<file path="src/rtl/core/tile_background_pixel_renderer_unit_macros.svh">
// Assertion macros for the tile background pixel renderer
`ifndef TILE_BACKGROUND_PIXEL_RENDERER_UNIT_MACROS_SVH
`define TILE_BACKGROUND_PIXEL_RENDERER_UNIT_MACROS_SVH
`ifndef SYNTHESIS
// antecedent implies consequent in the same cycle
`define TBPR_ASSERT_IMPL(lbl, clk, rst, ante, cons) \
   lbl: assert property (@(posedge clk) disable iff (rst) (ante) |-> (cons)) \
      else $error("tbpr assertion failed");
// antecedent implies consequent in the next cycle
`define TBPR_ASSERT_NEXT(lbl, clk, rst, ante, cons) \
   lbl: assert property (@(posedge clk) disable iff (rst) (ante) |=> (cons)) \
      else $error("tbpr assertion failed");
`else
`define TBPR_ASSERT_IMPL(lbl, clk, rst, ante, cons)
`define TBPR_ASSERT_NEXT(lbl, clk, rst, ante, cons)
`endif
`endif

</file>
<file path="src/rtl/core/tbpr_pkg.sv">
// Shared types and constants of the tile background pixel renderer
`default_nettype none
package tbpr_pkg;
   localparam int VRAM_BYTES    = 8192;
   localparam int VRAM_ADDR_W   = $clog2(VRAM_BYTES);
   localparam int WORD_ADDR_W   = VRAM_ADDR_W - 1;
   localparam int VISIBLE_LINES = 144;

   localparam logic ACT_WRITE  = 1'b0;
   localparam logic ACT_RENDER = 1'b1;

   localparam int CSR_INDEX_W = 3;
   localparam logic [CSR_INDEX_W-1:0] CSR_SCROLL_X   = 3'd0;
   localparam logic [CSR_INDEX_W-1:0] CSR_SCROLL_Y   = 3'd1;
   localparam logic [CSR_INDEX_W-1:0] CSR_BKGD_ON    = 3'd2;
   localparam logic [CSR_INDEX_W-1:0] CSR_MAP_SEL    = 3'd3;
   localparam logic [CSR_INDEX_W-1:0] CSR_TILE_SEL   = 3'd4;
   localparam logic [CSR_INDEX_W-1:0] CSR_PALETTE    = 3'd5;

   // map base 0x1800 / 0x1C00: top two address bits set, next bit is map select
   localparam logic [1:0] MAP_BASE_TOP = 2'b11;

   typedef struct packed {
      logic [7:0] scroll_x;
      logic [7:0] scroll_y;
      logic       bkgd_on;
      logic       map_sel;
      logic       tile_sel;
      logic [7:0] palette;
   } cfg_type;

   typedef struct packed {
      logic                   wr_en;
      logic [VRAM_ADDR_W-1:0] wr_addr;
      logic [7:0]             wr_data;
      logic                   rd_en;
      logic [WORD_ADDR_W-1:0] rd_addr;
   } vram_req_type;

   typedef enum logic [2:0] {
      ST_IDLE = 3'b001,
      ST_MAP  = 3'b010,
      ST_ROW  = 3'b100
   } state_type;
endpackage
`default_nettype wire

</file>
<file path="src/rtl/core/tbpr_csr.sv">
// Configuration register file of the renderer
`default_nettype none
module tbpr_csr (
   input  wire logic                             clock,
   input  wire logic                             reset,
   input  wire logic                             csr_valid,
   output logic                                  csr_ready,
   input  wire logic [tbpr_pkg::CSR_INDEX_W-1:0] csr_index,
   input  wire logic [7:0]                       csr_data,
   output tbpr_pkg::cfg_type                     cfg
);
   import tbpr_pkg::*;

   cfg_type cfg_ff, cfg_in;

   assign csr_ready = 1'b1;
   assign cfg = cfg_ff;

   always_comb begin
      cfg_in = cfg_ff;
      if (csr_valid) begin
         unique case (csr_index)
            CSR_SCROLL_X:  cfg_in.scroll_x  = csr_data;
            CSR_SCROLL_Y:  cfg_in.scroll_y  = csr_data;
            CSR_BKGD_ON:   cfg_in.bkgd_on   = csr_data[0];
            CSR_MAP_SEL:   cfg_in.map_sel   = csr_data[0];
            CSR_TILE_SEL:  cfg_in.tile_sel  = csr_data[0];
            CSR_PALETTE:   cfg_in.palette   = csr_data;
            default:       cfg_in = cfg_ff;
         endcase
      end
   end

   always_ff @(posedge clock) begin
      if (reset) begin
         cfg_ff.scroll_x  <= 8'd0;
         cfg_ff.scroll_y  <= 8'd0;
         cfg_ff.bkgd_on   <= 1'b1;
         cfg_ff.map_sel   <= 1'b0;
         cfg_ff.tile_sel  <= 1'b1;
         cfg_ff.palette   <= 8'd252;
      end else begin
         cfg_ff <= cfg_in;
      end
   end
endmodule
`default_nettype wire

</file>
<file path="config.mk">
export PLATFORM = sky130hd
export DESIGN_NAME = tbpr_csr
export DESIGN_NICKNAME = d
export VERILOG_FILES = /design/src/rtl/core/tile_background_pixel_renderer_unit_macros.svh /design/src/rtl/core/tbpr_pkg.sv /design/src/rtl/core/tbpr_csr.sv
export SDC_FILE = /design/constraint.sdc
export NUM_CORES = 1
export LEC_CHECK = 0
export ABC_AREA = 0
export BUFFER_PORTS_ARGS = -buffer_cell sky130_fd_sc_hd__buf_4
export CAP_MARGIN = 30
export CORE_MARGIN = 2
export CORE_UTILIZATION = 43
export DETAILED_ROUTE_END_ITERATION = 10
export GPL_TIMING_DRIVEN = 0
export PLACE_DENSITY_LB_ADDON = 0.25
export REMOVE_ABC_BUFFERS = 1
export SLEW_MARGIN = 20
export SYNTH_ARGS = -nofsm -noshare
export SYNTH_HDL_FRONTEND = slang
export SYNTH_SLANG_ARGS = --single-unit
</file>
<file path="constraint.sdc">
create_clock -name clock -period 1.1 [get_ports clock]
set_clock_uncertainty 0.2 [all_clocks]
set_input_delay 0.11 -clock clock [delete_from_list [all_inputs] [get_ports clock]]
set_output_delay 0.11 -clock clock [all_outputs]
set_load 0.1 [all_outputs]
</file>
==> impl_results.md, run 1 <==
* Outcome: finished with violations
* Failing checks: negative hold slack, negative setup slack
* Hpwl dp at approximately 1700 um
* Area of the multi-input gates at 616 um^2
* Cells after Synth at about 110
* First-pass GRT wire length at between 4000 and 5000 um
* Layout cells sized above 1 at 0.509
* Starting Density at 0.445
* Antenna Nets Post-Route at 0
* Max IR drop VDD at 0.762 mV
* PD cells at about 940 nW/um^2
* Max Fanout on Critical Path at 2
* Final Max Slew Viols at 0
* Core Util, Final at 0.762
* DR WL/cell at around 15 um
* Commonest non-fill, non-tap cells in the layout: nand2b_1, mux2i_1, buf_12
* Bufs and invs on worst path at 1
* Die area at between 3000 and 4000 um^2
* Tmin final at roughly 1.2 ns
* Clock Sinks at 27
* Type of origin of the critical path: flop
* Unrepaired setup endpoints after global routing: true
* Final net count at around 180
* Hold Path Cell Cnt at 3
* Worst r2r path cells at 4
* Setup Viol. Count Final at 27
* Core Box Area at 2690 um^2
* Syn Area/Cell at 10.5 um^2
* Hold_ws at -0.0828 ns
* Hold-fix buffers, CTS at 8
* Overflow after GRT at 0
* CTS H-tree depth at 1
* Min-delay src: csr_index[2]
* Layout area overhead at 71.3%
* Worst Setup Path Type: flop to output port
* FF-to-FF End: cfg[24]
* Iteration count of the initial detailed-routing pass at 4
* Fmax at 0.820 GHz
* Die X at approximately 57 um
* Initial antenna violation count at 0
* # fillers at 184
* Tcrit/Tclk final at 1.11
* Final Worst Setup Slack at -0.120 ns
* Final wirelength at 2890 um
* Max stage delay on crit path at about 0.39 ns
* Vias in the first global route at slightly above 1000
* Storage element area at slightly below 600 um^2
* Max Cap Viol at 0
* CP Cell Sequence: buf_12
* Root buf cell: clkbuf_4
* CP Depth at 1
* Row cnt at 19
* Num ports at 42
* Mapped cell area at ~1200 um^2
* Vias at 985
* CTS tree: yes
* Critical Path RT at just under 0.8 ns
* Flop2flop setup slack at ~0.050 ns
* Num CTS Buffers at 3
* Slew headroom at 0.610
* Endpoints failing hold at 10
* CP Capture Type: output port
* Worst path slowest cell: dfxtp_2
* Cell family with most CP delay: flip-flops
* Vert. Die Dim at ~57 um
* Leakage at around 0.86 nW
* Number of diodes at 0
* Final Power at around 1.9 mW
* Reg2reg start: cfg[24]
* Post-synthesis sequential element count at 27
* Max FFs per register at 27
* Library cells used by synthesis at 16
* Worst skew pair latency at between 0.3 and 0.4 ns
* Final Wtd Congestion at just under 0.7
* IO buf count at 40
* DRC Markers at 0
* Hold WC Path Type: input pin to flop
* Largest net degree at the start of global routing at 43
* 1st-iter DRT viols at 16
* Reg clk slew, reported paths at about 0.16 ns
* Post-DR vias/cell at about 5.0
* Worst EP arrival at 0.91 ns
* Tot GR Track Use at 0.191
* Max Buffers Root-to-Sink at 2
* Ys Warns at 0
* Worst Hold Path EP: cfg[10]
* Slew of the pin with the lowest slew margin at roughly 0.58 ns
* Register area share after synthesis at 0.452
==> where the power goes <==
group | switching, mW | internal, mW
combinational | 0.268 | 0.192
clock | 0.308 | 0.139
sequential | 0.0234 | 1.00
==> worst min-delay path, cell delays in order <==
cell	delay, ns
buf_4	0.14
nor4bb_1	0.07
mux2i_1	0.11
==> per-stage QoR <==
stage	std cells	setup TNS, ns	hold WS [ns]	setup slack [ns]	area (um^2)
2_1_floorplan	106	-12.56	0.0662	-0.336	1150
3_3_place_gp	177	-4.41	0.180	-0.267	1490
3_5_place_dp	177	-4.57	0.192	-0.297	1490
4_1_cts	193	-2.90	-0.0869	-0.122	2000
5_1_grt	198	-3.64	-0.0850	-0.158	2050
6_report	198	-2.75	-0.0828	-0.120	2050
==> how the worst max path moves through the flow <==
stage | start | endpoint | slack, ns
after floorplan | cfg[13] | cfg[13] | -0.34
after detailed placement | csr_index[1] | cfg[23] | -0.30
final | cfg[5] | cfg[5] | -0.12
after global routing | cfg[18] | cfg[18] | -0.16
after global placement | csr_index[1] | cfg[25] | -0.27
after CTS | cfg[25] | cfg[25] | -0.12
==> metal layers <==
| layer | part of all wire | track usage | wire length (um) | vias up |
|---|---|---|---|---|
| met5 | 0 | 0 | 0 | - |
| met4 | 0.029 | 0.0850 | 85 | 0 |
| met3 | 0.037 | 0.0323 | 108 | 8 |
| met2 | 0.53 | 0.339 | 1540 | 32 |
| met1 | 0.40 | 0.222 | 1150 | 456 |
| li1 | - | - | - | 489 |
==> kinds of logic after synthesis <==
family / Yosys count / synth area share
flip-flops: 27 / 0.452
multiplexers: 27 / 0.226
other: 1 / 0.00314
buffers and inverters: 8 / 0.0366
AND/OR/NAND/NOR: 51 / 0.282
==> area by class of cell <==
cell class	instances	share of cell area
clock buffers	3	0.0110
multi-input cells	79	0.301
well taps	31	0.0189
flip-flops and latches	27	0.282
repair buffers	57	0.384
clock inverters	1	0.00367
==> synth_stat cells <==
cell       count  area [um^2]
and4b_1        1         10.0
and4bb_2       2         25.0
buf_2          2         10.0
buf_4          1         7.51
buf_6          1         11.3
clkbuf_1       4         15.0
conb_1         1         3.75
dfxtp_1       27          541
mux2i_1       27          270
nand2b_1      27          169
nand4b_1       2         17.5
nand4bb_1      1         11.3
nor2_1        15         56.3
nor4b_4        1         23.8
nor4bb_1       1         10.0
or4b_4         1         13.8
==> repair_timing <==
action,4_1_cts,5_1_grt
hold endpoints to repair,27,10
pin swaps,0,1
endpoints found under the setup margin,27,30
gates resized for setup,108,2
setup buffers,4,5
(Power assumes the default switching activity.)
==> run 2, diff against run 1 <==
CORE_UTILIZATION = 48   (was 43)
clock period = 1.3 ns   (was 1.1 ns; I/O delays follow)
==> run 2 against run 1 <==
Net effect:
- clock-buffer cell count did not move
- die area fell by 9.7%
- critical path depth did not move
- sequential power fell by 16%
- combinational power fell by 22%
- core utilization barely moved
- final cell count fell by 4.5%
- clock power fell by 18%
- first-iteration DRC count fell by 19%
- routed wire length fell by 16%
- largest power group unchanged
- total power fell by 18%
- setup slack improved by 0.14 ns
- the flow finishes with violations (negative hold slack)
==> impl_results.md, run 2 (synthesis gave the netlist of run 1 again) <==
* Slew headroom at 0.600
* Worst skew pair latency at between 0.3 and 0.4 ns
* Placed cell count at around 180
* Worst Setup Path Type: flop to output port
* Number of diodes at 0
* Worst EP arrival at 0.95 ns
* Reg clk slew, reported paths at around 0.15 ns
* Clock Sinks at 27
* Sequential power share at 0.542
* Worst path slowest cell: dfxtp_1
* Setup Viol. Count Final at 0
* Hold-fix buffers, CTS at 9
* Bufs and invs on worst path at 1
* Reg2reg start: cfg[10]
* IO buf count at 40
* Endpoints failing hold at 11
* Hold WC Path Type: input pin to flop
* Tot GR Track Use at 0.179
* Core Box Area at approximately 2400 um^2
* Post-DR vias/cell at around 4.8
* Vias in the first global route at around 850
* Vias at 915
* Tcrit/Tclk final at 0.985
* Final instance area at around 1800 um^2
* Switch share at 0.308
* CP Cell Sequence: buf_8
* Num CTS Buffers at 3
* Initial antenna violation count at 0
* Type of origin of the critical path: flop
* Hold Path Cell Cnt at 3
* Max IR drop VDD at around 0.92 mV
* Storage element area at between 500 and 600 um^2
* Num ports at between 40 and 50
* # fillers at 154
* FF-to-FF End: cfg[10]
* Fmax at approximately 0.78 GHz
* PD cells at slightly below 900 nW/um^2
* Int Pwr at 1.10 mW
* CTS H-tree depth at 1
* Hold_ws at -0.0419 ns
* Die X at 53.9 um
* Min-delay src: csr_index[2]
* First-pass GRT wire length at 3720 um
* Final net count at about 170
* Max FFs per register at 27
* Flop2flop setup slack at ~0.44 ns
* Layout area overhead at 53.7%
* Cell family with most CP delay: flip-flops
* Share of total power in combinational logic at 0.227
* Worst r2r path cells at 2
* Overflow after GRT at 0
* Commonest non-fill, non-tap cells in the layout: nand2b_1, mux2i_1, dfxtp_1
* Leakage at between 0.7 and 0.8 nW
* DR WL/cell at about 13 um
* Max Buffers Root-to-Sink at 2
* Tmin final at about 1.3 ns
* Critical Path RT at roughly 0.97 ns
* CP Capture Type: output port
* 1st-iter DRT viols at 13
* Vert. Die Dim at ~54 um
* Max Fanout on Critical Path at 2
* Die area at 2900 um^2
* Area of the multi-input gates at 611 um^2
* Final Max Slew Viols at 0
* Starting Density at 0.496
* Placed inst area at approximately 1500 um^2
* Antenna Nets Post-Route at 0
* Final Wtd Congestion at approximately 0.70
* Net Sw Power at around 0.49 mW
* Outcome: finished with violations
* Max stage delay on crit path at approximately 0.4 ns
* Iteration count of the initial detailed-routing pass at 5
* Failing checks: negative hold slack
* Row cnt at 18
* CTS tree: yes
* Worst Hold Path EP: cfg[10]
* Root buf cell: clkbuf_4
* Clk pwr share at 0.231
* Fin cells at between 150 and 200
* Final wirelength at around 2400 um
* Hpwl dp at around 1600 um
* Max Cap Viol at 0
* Slew of the pin with the lowest slew margin at approximately 0.6 ns
* Largest net degree at the start of global routing at 43
* Layout cells sized above 1 at 0.327
* DRC Markers at 0
## run 2: changes by cell type in the layout (fill, tap and decap cells not counted), moves of 6 or more
cell | before | now
dfxtp_1 | 0 | 23
buf_8 | 0 | 12
buf_6 | 0 | 6
buf_4 | 22 | 13
buf_12 | 27 | 9
dfxtp_2 | 26 | 4
## run 2: timing repair
item                                    4_1_cts  5_1_grt
endpoints found under the setup margin       27       21
gates resized for setup                      27       34
setup buffers                                 0        0
endpoints found under the hold margin        27        8
## run 2: stage by stage
step / setup TNS, ns / setup slack (ns) / total power, mW / util / hold slack [ns]
detailed placement: -1.01 / -0.104 / 1.18 / 0.618 / 0.211
finish: 0 / 0.0197 / 1.59 / 0.762 / -0.0419
CTS: 0 / 0.00724 / 1.58 / 0.709 / -0.0515
global placement: -0.621 / -0.0739 / 1.18 / 0.618 / 0.198
global route: -0.000576 / -0.000430 / 1.64 / 0.762 / -0.0262
floorplan: -3.51 / -0.136 / 1.09 / - / 0.0862
## run 2: worst min-delay path: cells and delay by family
family                 cells  cell delay (ns)
buffers and inverters      1             0.13
muxes                      1             0.11
and+or+nand+nor            1             0.07
## run 2: power groups by stage
stage	Clock (mW)	Combinational, mW	Sequential, mW
CTS	0.374	0.343	0.859
finish	0.368	0.361	0.863
floorplan	0	0.0800	1.01
global placement	0	0.305	0.873
detailed placement	0	0.310	0.874
global route	0.399	0.379	0.866
## run 2: metal layers
metal | share of wire | global-route usage | vias up
met4 | 0.016 | 0.0769 | 0
met5 | 0 | 0 | -
met2 | 0.50 | 0.283 | 25
li1 | - | - | 469
met1 | 0.43 | 0.231 | 417
met3 | 0.052 | 0.0444 | 4
## run 2: cell type report
type / instances / share of cell area
clock buffers: 3 / 0.0123
clock inverters: 1 / 0.00272
multi-input cells: 79 / 0.332
flip-flops and latches: 27 / 0.297
well taps: 30 / 0.0204
repair buffers: 49 / 0.335
## run 2: worst max path at each step
stage | from | endpoint | slack [ns] | cells past startpoint
floorplan | cfg[13] | cfg[13] | -0.14 | 2
global placement | csr_index[1] | cfg[26] | -0.07 | 3
detailed placement | csr_index[1] | cfg[24] | -0.10 | 3
CTS | cfg[0] | cfg[0] | 0.007 | 1
global route | cfg[8] | cfg[8] | -0.0004 | 1
finish | cfg[22] | cfg[22] | 0.02 | 1
